<file path="src/rtl/rva_pkg.sv">
// ----------------------------------------------------------------------------
// rva_pkg
// shared widths, fixed-point constants, cell data types and the atan table
// for the axis-angle vector rotation pipeline
// ----------------------------------------------------------------------------
package rva_pkg;

  localparam int COMP_WIDTH_DEF    = 16;
  localparam int CORDIC_STAGES_DEF = 14;
  localparam int ANGLE_BITS        = 16;
  localparam int ATAN_LEN          = 24;

  // cordic datapath, q30 angles and coordinates
  localparam int CW = 36;

  // integer square root chain
  localparam int SW         = 61;
  localparam int SQRT_STEPS = 30;
  localparam int SQRT_TOP   = 58;

  // reciprocal divider chain
  localparam int DW        = 59;
  localparam int RW        = 30;
  localparam int QW        = 29;
  localparam int DIV_STEPS = 29;

  localparam logic signed [CW-1:0] PI_Q30      = 36'sd3373259426;
  localparam logic signed [CW-1:0] NEG_PI_Q30  = -36'sd3373259426;
  localparam logic signed [CW-1:0] TWO_PI_Q30  = 36'sd6746518852;
  localparam logic signed [CW-1:0] HALF_PI_Q30 = 36'sd1686629713;
  localparam logic signed [CW-1:0] NEG_HALF_PI = -36'sd1686629713;
  localparam logic signed [CW-1:0] CORDIC_K    = 36'sd652032874;

  typedef struct packed {
    logic signed [CW-1:0] x;
    logic signed [CW-1:0] y;
    logic signed [CW-1:0] z;
  } cordic_t;

  typedef struct packed {
    logic [SW-1:0] rem;
    logic [SW-1:0] res;
  } sqrt_t;

  typedef struct packed {
    logic [DW-1:0] rem;
    logic [RW-1:0] dvs;
    logic [QW-1:0] quo;
  } div_t;

  function automatic logic signed [CW-1:0] atan_q30(input int idx);
    logic signed [CW-1:0] a;
    case (idx)
      0:  a = 36'sd843314856;
      1:  a = 36'sd497837829;
      2:  a = 36'sd263043836;
      3:  a = 36'sd133525158;
      4:  a = 36'sd67021686;
      5:  a = 36'sd33543515;
      6:  a = 36'sd16775850;
      7:  a = 36'sd8388437;
      8:  a = 36'sd4194282;
      9:  a = 36'sd2097149;
      10: a = 36'sd1048575;
      11: a = 36'sd524287;
      12: a = 36'sd262143;
      13: a = 36'sd131071;
      14: a = 36'sd65535;
      15: a = 36'sd32767;
      16: a = 36'sd16383;
      17: a = 36'sd8191;
      18: a = 36'sd4095;
      19: a = 36'sd2047;
      20: a = 36'sd1023;
      21: a = 36'sd511;
      22: a = 36'sd255;
      23: a = 36'sd127;
      default: a = '0;
    endcase
    return a;
  endfunction

endpackage

</file>
<file path="src/rtl/rva_cordic_cell.sv">
// ----------------------------------------------------------------------------
// rva_cordic_cell
// one rotation-mode cordic micro-rotation
// ----------------------------------------------------------------------------
module rva_cordic_cell #(
  parameter int IDX = 0
) (
  input  logic                  clk,
  input  logic                  en,
  input  rva_pkg::cordic_t      din,
  output rva_pkg::cordic_t      dout
);

  localparam logic signed [rva_pkg::CW-1:0] ATAN = rva_pkg::atan_q30(IDX);

  logic signed [rva_pkg::CW-1:0] dx;
  logic signed [rva_pkg::CW-1:0] dy;

  assign dx = din.y >>> IDX;
  assign dy = din.x >>> IDX;

  always_ff @(posedge clk) begin
    if (en) begin
      if (din.z >= 0) begin
        dout.x <= din.x - dx;
        dout.y <= din.y + dy;
        dout.z <= din.z - ATAN;
      end else begin
        dout.x <= din.x + dx;
        dout.y <= din.y - dy;
        dout.z <= din.z + ATAN;
      end
    end
  end

endmodule

</file>
<file path="config.mk">
export PLATFORM = sky130hd
export DESIGN_NAME = rva_cordic_cell
export DESIGN_NICKNAME = d
export VERILOG_FILES = /design/src/rtl/rva_pkg.sv /design/src/rtl/rva_cordic_cell.sv
export SDC_FILE = /design/constraint.sdc
export NUM_CORES = 1
export LEC_CHECK = 0
export BUFFER_PORTS_ARGS = -buffer_cell sky130_fd_sc_hd__buf_2
export CAP_MARGIN = 20
export CORE_ASPECT_RATIO = 0.7
export CORE_MARGIN = 3
export CORE_UTILIZATION = 40
export CTS_BUF_LIST = sky130_fd_sc_hd__clkbuf_16
export CTS_CLUSTER_SIZE = 40
export DETAILED_ROUTE_END_ITERATION = 10
export GPL_TIMING_DRIVEN = 1
export PLACE_DENSITY_LB_ADDON = 0.3
export RECOVER_POWER = 100
export SLEW_MARGIN = 25
export SYNTH_ARGS = -nofsm -noshare
export SYNTH_HDL_FRONTEND = slang
export SYNTH_SLANG_ARGS = --single-unit
</file>
<file path="constraint.sdc">
create_clock -name clk -period 9.2 [get_ports clk]
set_clock_uncertainty 0.15 [all_clocks]
set_input_delay 2.3 -clock clk [delete_from_list [all_inputs] [get_ports clk]]
set_output_delay 2.3 -clock clk [all_outputs]
set_load 0.02 [all_outputs]
</file>
Word-level counts from Yosys, hierarchy flattened
Cells that the tools add are included.
{ "word_totals": {"word_cells": 10, "out_inout_bits": 108, "ff_bits": 108} }
{ "op_classes": {"add_sub_neg": 5, "n_mux": 1, "n_lt_le_gt_ge": 1} }
{ "ops": {"columns": ["operator", "count"], "rows": [
  ["2-to-1 mux 108 bit", 1],
  ["subtractor 36 bit", 2],
  ["adder 36 x 31 -> 36 bit, second input constant", 1],
  ["adder 36 bit", 1],
  ["greater-or-equal comparator 36 x 1 -> 1 bit, second input constant", 1],
  ["subtractor 36 x 31 -> 36 bit, second input constant", 1]
]} }

Longest topological paths before layout
Gate-level depths: netlist of the first run.
{ "depth": {"word_depth": 2, "depth_mapped": 22, "depth_no_buf": 18} }

Worst setup path after synthesis of the first run
No wires, ideal clock.
{ "synth_timing": {"path_kind": "input to register", "start": "input port din[35] (netlist bit)", "end": "register dout[35] (netlist bit), data pin", "setup_ns": 0.262, "t_required_ns": 8.788, "n_path_buf": 4, "path_slack_ns": 2.453, "arrival_time_ns": 6.335, "stages": 21, "path_cell_list": "inv_1 > ha_1 > nor4b_1 > nand4_1 > nor3_1 > nand2b_1 > clkbuf_1 > clkbuf_1 > buf_1 > ha_1 > clkbuf_1 > a21oi_1 > o21ai_0 > nor4_1 > a21oi_1 > a31oi_1 > a21oi_1 > and2_1 > a311oi_1 > o21bai_1 > xor2_1"} }
{ "synth_via": {"elab_chain_len": 2, "elab_cells_between_ends": 4} }
{ "synth_rtl": {"columns": ["element", "line", "text"], "rows": [
  ["start: declaration", "rva_cordic_cell.sv:10", "input rva_pkg::cordic_t din,"],
  ["adder 36 x 31 -> 36 bit, or another cell as far along", "rva_cordic_cell.sv:31", "dout.z <= din.z + ATAN;"],
  ["2-to-1 mux 108 bit *", "rva_cordic_cell.sv:24", "if (din.z >= 0) begin"],
  ["end: declaration", "rva_cordic_cell.sv:11", "output rva_pkg::cordic_t dout"]
]} }
Mark *: on every way between the ends. The rest lies on a longest branch, timed or not.
A chain may end at the register's enable or synchronous reset.

Final worst setup path of the first run
Ends and elaborated chain as after synthesis.

==> flow_results.org, run 1 <==
** Routing
- The first detailed-routing pass took 6 iterations.
- DR DRC count :: 0
- After detailed routing, the total wire length is 36,400 um.
- Count of routing violations after the opening detailed-route iteration :: 993
- In the final routed layout, each cell accounts on average for 19.6 um.
- After detailed routing, the number of vias per cell comes to 5.71.
- Final antenna-violating net count :: 0
- Detailed-route via count :: 10,600

** Floorplanning
- Once the floorplan was initialized, standard cells occupied 40.9% of the core.
- The die is 204 um wide.
- Num ports :: 218
- Core Region :: 0.0269 mm^2
- The floorplan has 50 rows.
- Vertical die dimension :: 145 um
- The die covers 0.0296 mm^2.

** Worst setup path
- For the worst setup path, the data arrival time is 7490 ps.
- Together, buffers and inverters on the worst path number 3.
- Of all nets on the critical path, the largest fanout is 50.
- The worst setup path is captured at a flip-flop.
- Sequence of cells on the critical path :: buf_2 -> inv_1 -> ha_1 -> nor4b_1 -> nand4_1 -> nor3_1 -> nand2b_4 -> inv_1 -> ha_1 -> nor2b_1 -> o31a_1 -> o311ai_0 -> a21oi_1 -> a31oi_1 -> a21oi_1 -> and2_0 -> a311oi_1 -> o21bai_1 -> xor2_1
- Required @ worst endpoint :: 9180 ps
- The setup path with the least slack is of type in2reg.
- For this run, the slowest stage of the critical path takes 720 ps.
- STA classifies the critical path startpoint as an input pin.
- On the critical path, the stage with the largest delay is an instance of sky130_fd_sc_hd__inv_1.
- In this design, the largest share of critical-path delay is due to compound AO/OA/AOI/OAI gates.

** Clocking
- Setup repair bufs after CTS :: 0
- Worst-case clock buffer depth :: 2
- TritonCTS buffer count :: 9
- CTS tree :: yes
- Hold repair after CTS inserted 0 buffers.
- Counting every sink on the clock net gives 107.
- Post-cts repair resize count :: 0
- The H-tree was split into 3 levels.
- In this run the clock root is driven by a sky130_fd_sc_hd__clkbuf_16.
- Clock-pin slew on the worst setup and hold paths :: 80 ps

** Power and ir drop
- Clock group share of total power :: 20.8%
- IR Drop Worst-Case VDD :: 0.0838 mV
- Registers are responsible for 36.5% of the overall power.
- Comb pwr share :: 42.7%
- P per Cell Area :: 148 mW/mm^2
- Leakage :: 5.30 nW
- The analysis attributes to net switching a power of 0.750 mW.
- Sw Ratio :: 40.6%
- P_int :: 1.10 mW

** Hold path
- The worst hold path belongs to the class in2reg.

** Finish
- The register with the most flip-flops in the layout has 107 of them.
- Multi-input logic area :: 0.00711 mm^2
- In the final layout, the registers with the most flip-flops are dout: 107 flops.
- Relative to the synthesized area, the layout overhead comes to 13.4%.
- Largest Register :: dout
- For this run, the post-layout net count is 1,738.
- In the final layout, flip-flops and latches occupy 0.00321 mm^2.
- The layout has 2,742 filler cells.
- The post-route netlist has 8.85% of its cells at a drive strength greater than 1.
- After routing the design area is 0.0125 mm^2.

** Global route
- The via count of the first global-routing pass is 9,542.
- Total Routing Usage GR :: 24.0%
- GRT Residual Overflow :: 0
- Initial antenna violation count :: 1
- Entering global routing, the biggest net connects 57 pins.
- Wire length of the first global-routing pass :: 55,000 um

** Yosys
- In the synthesized netlist the dominant register cell turns out to be sky130_fd_sc_hd__edfxtp_1.
- Sequential share of the synthesized area :: 29.2%
- The synthesized design contains 107 enable-type register cells.
- Number of flip-flops and latches in the synthesized netlist :: 107
- Distinct cell type count of the synthesized netlist :: 72
- During synthesis, Yosys emitted a total of 0 warnings.
- For this run, asynchronously set or reset flops after synthesis account for 0%.
- Synthesized instance count :: 1,305
- In this run the cell area of the synthesized design comes to 0.0110 mm^2.
- Per-instance average area after synthesis :: 8.44 um^2
- Syn nets :: 1,556

** Timing
- After routing, the total negative slack on setup checks comes to 0 ps.
- The clock period could shrink to 7510 ps.
- The worst pin sits at a relative slew slack of -109%.
- The number of pins with negative max-slew slack in the final report is 110.
- Setup repair after global routing missed its margin :: false
- For the pin with the worst max-slew slack, the measured transition is 3140 ps.
- Derived from the worst setup path, the maximum achievable clock frequency is 0.133 GHz.
- After layout, the worst path uses 81.6% of the clock period.
- The final number of hold-violating endpoints came to 0.
- Setup violations remaining at the end of the flow were counted as 0.

** Flow run
- Max-cap violations :: 2

** Outcome
- The flow ran to the end, but the final reports show violations.
- The final reports fail on max-capacitance violations, max-slew violations.

** Placement
- Placed wire-length estimate :: 29,100 um
- Placement Cell Area :: 0.0124 mm^2
- Quantity of I/O buffers inserted on ports :: 217
- Final weighted congestion of routability-driven global placement :: 0.982
cell usage in the layout, fill, tap and decap left out, types with 4 or more instances in the layout:
| master | count |
|---|---|
| sky130_fd_sc_hd__nor4_1 | 14 |
| sky130_fd_sc_hd__o31a_1 | 6 |
| sky130_fd_sc_hd__o21bai_1 | 35 |
| sky130_fd_sc_hd__a211o_1 | 5 |
| sky130_fd_sc_hd__nand3_1 | 17 |
| sky130_fd_sc_hd__buf_2 | 101 |
| sky130_fd_sc_hd__and2_1 | 6 |
| sky130_fd_sc_hd__a21oi_1 | 168 |
| sky130_fd_sc_hd__clkbuf_1 | 117 |
| sky130_fd_sc_hd__nand2b_1 | 16 |
| sky130_fd_sc_hd__or4_1 | 4 |
| sky130_fd_sc_hd__a311oi_1 | 4 |
| sky130_fd_sc_hd__o21ai_1 | 6 |
| sky130_fd_sc_hd__o31ai_1 | 7 |
| sky130_fd_sc_hd__a211oi_1 | 9 |
| sky130_fd_sc_hd__a221oi_1 | 4 |
| sky130_fd_sc_hd__xnor2_1 | 85 |
| sky130_fd_sc_hd__xor2_1 | 14 |
| sky130_fd_sc_hd__a21boi_0 | 4 |
| sky130_fd_sc_hd__nor2b_1 | 16 |
| sky130_fd_sc_hd__a21o_1 | 35 |
| sky130_fd_sc_hd__o21a_1 | 12 |
| sky130_fd_sc_hd__inv_1 | 119 |
| sky130_fd_sc_hd__nand4_1 | 17 |
| sky130_fd_sc_hd__mux2i_1 | 13 |
| sky130_fd_sc_hd__nor2_1 | 111 |
| sky130_fd_sc_hd__and3_1 | 5 |
| sky130_fd_sc_hd__o21ai_0 | 85 |
| sky130_fd_sc_hd__edfxtp_1 | 107 |
| sky130_fd_sc_hd__or3_1 | 4 |
| sky130_fd_sc_hd__a31oi_1 | 15 |
| sky130_fd_sc_hd__nor3_1 | 26 |
| sky130_fd_sc_hd__clkbuf_16 | 9 |
| sky130_fd_sc_hd__o211ai_1 | 15 |
| sky130_fd_sc_hd__fa_1 | 4 |
| sky130_fd_sc_hd__o22ai_1 | 5 |
| sky130_fd_sc_hd__nand2_1 | 80 |
| sky130_fd_sc_hd__ha_1 | 137 |
layer usage:
| metal | vias to the layer above | part of all wire [%] | global-route usage, % | routed length, um |
|---|---|---|---|---|
| met5 | - | 0.036 | 0 | 13 |
| met4 | 2 | 1.0 | 4.27 | 371 |
| met3 | 33 | 9.7 | 5.84 | 3550 |
| met2 | 493 | 40 | 33.0 | 14400 |
| met1 | 5015 | 50 | 37.6 | 18100 |
| li1 | 5060 | - | - | - |
power by group through the flow:
stage | clock (mW) | combinational (mW) | sequential [mW]
final | 0.385 | 0.788 | 0.673
after global routing | 0.412 | 0.856 | 0.681
after CTS | 0.398 | 0.804 | 0.670
after detailed placement | 0 | 0.799 | 0.680
after global placement | 0 | 0.798 | 0.678
after floorplan | 0 | 0.431 | 0.784
through the flow:
| stage | hold slack, ps | setup WS [ps] | std cells | utilization (%) | power [mW] |
|---|---|---|---|---|---|
| CTS | 1940 | 2270 | 1856 | 47.1 | 1.87 |
| finish | 1960 | 1690 | 1857 | 46.4 | 1.85 |
| floorplan | 2250 | 2450 | 1305 | - | 1.21 |
| global route | 1940 | 1250 | 1856 | 46.4 | 1.95 |
| global placement | 2340 | 1990 | 1840 | 46.0 | 1.48 |
| detailed placement | 2350 | 1840 | 1840 | 46.0 | 1.48 |
cell type report:
| type | count | area share [%] |
|---|---|---|
| Clock buffer | 9 | 1.80 |
| Antenna cell | 1 | 0.0201 |
| Timing Repair Buffer | 221 | 7.75 |
| Clock inverter | 7 | 0.411 |
| Multi-Input combinational cell | 1026 | 57.0 |
| Sequential cell | 107 | 25.7 |
| Tap cell | 364 | 3.65 |
| Inverter | 122 | 3.67 |
cell families (layout without fill, tap and decap cells):
| group | count (synthesis) | after routing | share of synthesized area, % |
|---|---|---|---|
| AOI/OAI and AO/OA | 441 | 441 | 25.0 |
| and+or+nand+nor | 332 | 332 | 14.4 |
| buffers and inverters | 172 | 359 | 6.05 |
| adders and majority gates | 141 | 141 | 16.3 |
| DFF | 107 | 107 | 29.2 |
| xor gates and xnor gates | 99 | 99 | 7.88 |
| muxes | 13 | 13 | 1.18 |
| other | 0 | 1 | 0 |
Yosys cell counts (5+ instances only):
cell type	instances	area share, %
sky130_fd_sc_hd__a211o_1	5	0.40
sky130_fd_sc_hd__nand4_1	17	0.97
sky130_fd_sc_hd__ha_1	137	16
sky130_fd_sc_hd__and2_1	8	0.45
sky130_fd_sc_hd__nor4_1	14	0.80
sky130_fd_sc_hd__nand3_1	17	0.77
sky130_fd_sc_hd__edfxtp_1	107	29
sky130_fd_sc_hd__o21a_1	12	0.82
sky130_fd_sc_hd__mux2i_1	13	1.2
sky130_fd_sc_hd__xor2_1	14	1.1
sky130_fd_sc_hd__a211oi_1	9	0.61
sky130_fd_sc_hd__nand2_1	80	2.7
sky130_fd_sc_hd__buf_2	7	0.32
sky130_fd_sc_hd__o31ai_1	7	0.48
sky130_fd_sc_hd__clkbuf_1	30	1.0
sky130_fd_sc_hd__xnor2_1	85	6.8
sky130_fd_sc_hd__o21ai_1	13	0.59
sky130_fd_sc_hd__o22ai_1	5	0.28
sky130_fd_sc_hd__nor2b_1	16	0.91
sky130_fd_sc_hd__o21bai_1	35	2.4
sky130_fd_sc_hd__a21o_1	35	2.4
sky130_fd_sc_hd__nand2b_1	17	0.97
sky130_fd_sc_hd__nor3_1	26	1.2
sky130_fd_sc_hd__inv_1	117	4.0
sky130_fd_sc_hd__a31oi_1	14	0.80
sky130_fd_sc_hd__o211ai_1	15	1.0
sky130_fd_sc_hd__buf_1	11	0.38
sky130_fd_sc_hd__o21ai_0	78	3.5
sky130_fd_sc_hd__nor2_1	111	3.8
sky130_fd_sc_hd__a21oi_1	167	7.6
sky130_fd_sc_hd__o31a_1	6	0.48
sky130_fd_sc_hd__and3_1	5	0.28
final timing paths:
| path | from | to | slack, ps | cells after the start |
|---|---|---|---|---|
| max | din[35] | dout[35] | 1690 | 19 |
| min | din[0] | dout[0] | 1960 | 1 |
Note: power is estimated with default switching activity, not from simulation.
==> run 2, diff against run 1 <==
Settings changed: ABC_AREA set to 1.
Clock period 9.2 ns to 6.6 ns, I/O delays scaled along.
==> run 2 against run 1 <==
  * The flow still finishes with violations (max-capacitance violations, max-slew violations)
  * Clock-buffer cell count did not move
  * Global-route usage up 4.0 points
  * Worst hold slack worse by 640 ps
  * Worst setup slack got worse by 610 ps
  * Cell area increased by 17%
  * Clock power up 53%
  * Largest cell class unchanged
==> flow_results.org, run 2 <==
** Finish
- Relative to the synthesized area, the layout overhead comes to 11.3%.
- The post-route cell area came to 0.0146 mm^2 (+17%).
- Registers with the most flip-flops :: dout: 107 flops
- Total Nets Final :: 2,436 (+40%)
- The utilization of the core after routing was 46.0% (-0.39 points).
- Leading cell types in the layout, fill and taps excluded :: sky130_fd_sc_hd__nand2_1 (559), sky130_fd_sc_hd__inv_1 (288), sky130_fd_sc_hd__nor2_1 (179), sky130_fd_sc_hd__nand3_1 (163), sky130_fd_sc_hd__a21oi_1 (157)
- The number of diodes added for antenna fixing came to 0 (-1).
- The final non-filler cell total is 2,610 (+41%).
- Share of cells above drive strength 1 :: 8.63% (-0.22 points)
- The number of inserted filler cells in the final layout is 3,463 (+26%).
- Flip-flop count of the largest register after layout :: 107 (unchanged)
- Largest Register :: dout
- The library cell used most frequently in the layout, excluding fill and tap cells, is sky130_fd_sc_hd__nand2_1.

** Power and ir drop
- Leakage :: 7.21 nW (+36%)
- The worst vdd rail ir drop came to 0.105 mV (+26%).
- The power per cell area was 191 mW/mm^2 (+29%).

** Clocking
- The clock buffer count from CTS is 9 (unchanged).
- Setup repair bufs after CTS :: 0 (unchanged)
- Worst-case clock buffer depth :: 2 (unchanged)
- Cell at the root of the clock tree :: sky130_fd_sc_hd__clkbuf_16
- H-tree levels :: 3 (unchanged)
- Post-cts repair resize count :: 0 (unchanged)
- Clock-pin slew on the worst setup and hold paths :: 90 ps (about the same)
- The number of clock sinks is 107 (unchanged).
- Hold bufs inserted after CTS :: 0 (unchanged)
- TritonCTS built the clock tree.

** Global route
- The via count of the first global-routing pass is 13,100 (+37%).
- Wire length of the first global-routing pass :: 75,600 um (+37%)
- Maximum number of pins on one net before global-route repair :: 74 (+30%)
- Total Routing Usage GR :: 28.0% (+4.0 points)
- Initial antenna violation count :: 1 (unchanged)
- GRT Residual Overflow :: 0 (unchanged)

** Routing
- Ratio of routed vias to standard cells :: 5.48 (-4.0%)
- Routed wire length :: 50,900 um (+40%)
- The vias after detailed routing is 14,300 (+35%).
- Count of routing violations after the opening detailed-route iteration :: 1,619 (+63%)
- Final antenna-violating net count :: 0 (unchanged)
- The routed wire length per instance was 19.5 um (-0.61%).
- The number of iterations in the first detailed-routing pass was 5 (-1).
- The DRC violation count after routing was 0 (unchanged).

** Timing
- The routed design could run at a clock period as short as 5520 ps.
- For this run, the top clock speed supported by timing is 0.181 GHz.
- Hold violation total from the final report :: 0 (unchanged)
- Sum of negative setup slack :: 0 ps (unchanged)
- Setup repair after global routing missed its margin :: false
- The worst path uses 83.6% of the clock period.
- The relative max-transition margin is -36.3% (+73 points).
- The tightest hold margin was 1320 ps (-638 ps).
- Final setup violating endpoints :: 0 (unchanged)
- Actual transition at the worst max-transition pin :: 2040 ps (-1100 ps)
- Slew Limit Fails :: 109 (-0.91%)

** Yosys
- The number of flops mapped to enable cells by yosys came to 107 (unchanged).
- Area leader, netlist :: sky130_fd_sc_hd__edfxtp_1
- Ranked by total cell area, the synthesized netlist is headed by sky130_fd_sc_hd__edfxtp_1 (24%), sky130_fd_sc_hd__nand2_1 (16%), sky130_fd_sc_hd__ha_1 (13%), sky130_fd_sc_hd__inv_1 (8.2%), sky130_fd_sc_hd__nand3_1 (6.2%).
- The number of synthesis warnings is 0 (unchanged).
- The post-synthesis area per instance was 6.57 um^2 (-22%).
- Async set or reset register ratio after synthesis :: 0% (unchanged)
- The commonest cells after synthesis are sky130_fd_sc_hd__nand2_1 (558), sky130_fd_sc_hd__inv_1 (288), sky130_fd_sc_hd__nor2_1 (176).
- Among all flip-flop cells after synthesis, the most frequent one is sky130_fd_sc_hd__edfxtp_1.
- The cell area after technology mapping was 0.0131 mm^2 (+19%).
- The number of nets produced by synthesis came to 2,250 (+45%).
- Most numerous cell in the Yosys netlist :: sky130_fd_sc_hd__nand2_1
- Sequential share of the synthesized area :: 24.5% (-4.7 points)
- The number of register bits inferred by synthesis came to 107 (unchanged).
- Post-synth top area share :: 24.5% (-4.7 points)
- Synthesized instance count :: 1,999 (+53%)
- Distinct cell type count of the synthesized netlist :: 47 (-35%)

** Floorplanning
- The floorplan die width came to 223 um (+8.9%).
- The placement row count is 54 (+8.0%).
- The die area was 0.0351 mm^2 (+19%).
- Num ports :: 218 (unchanged)
- The die span in y was 158 um (+8.8%).
- Core Region :: 0.0318 mm^2 (+18%)
- Initial Utilization :: 41.3% (+0.41 points)

** Worst setup path
- The cell that appears most often on the critical path is sky130_fd_sc_hd__nor2_1.
- Crit. End Element :: flip-flop
- Slowest CP cell :: sky130_fd_sc_hd__o21ai_0
- Slowest Stage Delay on Critical Path :: 1080 ps (+360 ps)
- The cell family contributing the most delay on the critical path is buffers and inverters.
- Critical path arrival :: 5420 ps (-2070 ps)
- The required time of the worst setup path is 6500 ps (-2680 ps).
- Kind of critical path :: in2reg
- Worst path buffer plus inverter count :: 4 (+1)
- Startpoint type of the worst setup path :: input pin
- Largest fanout of any net on the critical path :: 72 (+44%)
- Walking the worst path, the cells encountered are clkbuf_1 -> inv_1 -> ha_1 -> nand3_1 -> nor2_1 -> nand4_1 -> nor2_1 -> nor2_1 -> inv_2 -> clkbuf_2 -> o21ai_0.

** Placement
- Placement Cell Area :: 0.0145 mm^2 (+17%)
- Final weighted congestion of routability-driven global placement :: 0.969 (-1.3%)
- The placed wire-length estimate is 43,000 um (+48%).
- Quantity of I/O buffers inserted on ports :: 217 (unchanged)
- The number of placed instances with taps included came to 2,594 (+41%).

** Hold path
- Hold/Removal Path Class :: in2reg
- The number of stages on the worst hold path came to 1 (unchanged).
- The startpoint identified for the worst hold timing path is din[0].
- For hold timing, the worst endpoint is dout[0].

** Flow run
- Max-cap violations :: 2 (unchanged)

** Outcome
- Status :: finished with violations
- The final reports fail on max-capacitance violations, max-slew violations.
==> run 2: power breakdown <==
group	internal, mW	total (mW)	switching [mW]	leakage (nW)
Combinational	0.360	1.28	0.922	6.02
Sequential	0.883	0.923	0.0396	1.05
Clock	0.276	0.588	0.312	0.152
==> run 2: worst max-delay path by stage <==
| stage | start | end | slack (ps) | depth (start not counted) |
|---|---|---|---|---|
| floorplan | din[35] | dout[25] | 2110 | 20 |
| global placement | din[35] | dout[33] | 1530 | 19 |
| detailed placement | din[35] | dout[25] | 1440 | 19 |
| CTS | din[35] | dout[33] | 1840 | 19 |
| global route | din[34] | dout[33] | 730 | 19 |
| finish | din[34] | dout[80] | 1080 | 11 |
==> run 2: routing by layer <==
metal	up-vias	global-route usage, %	share of wire, %
met5	-	0	0
met4	0	3.93	1.1
met3	36	4.92	9.6
met2	704	42.1	41
met1	6704	42.7	48
li1	6869	-	-
==> run 2: kinds of logic (layout without fill, tap and decap cells) <==
logic type	after synthesis	count (layout)	synth area share (%)
AND/OR/NAND/NOR	992	992	32.1
AO/OA/AOI/OAI	351	351	14.6
adder cells (fa/ha/maj)	141	141	13.7
flip-flops	107	107	24.5
buffers and inverters	346	537	10.9
XOR/XNOR	62	62	4.19
==> run 2: per-stage QoR <==
step | total power [mW] | setup WS (ps)
after global placement | 2.21 | 1530
after detailed placement | 2.21 | 1440
after floorplan | 1.76 | 2110
after global routing | 2.95 | 735
final | 2.79 | 1080
after CTS | 2.80 | 1840
==> run 2: area by class of cell <==
type                            count  area [um^2]  share of cell area (%)
Tap cell                          420          526                    3.60
Multi-Input combinational cell   1546         8460                    57.9
Timing Repair Buffer              221          975                    6.67
Sequential cell                   107         3210                    22.0
Inverter                          300         1130                    7.72
Clock inverter                      7         83.8                   0.574
Clock buffer                        9          225                    1.54
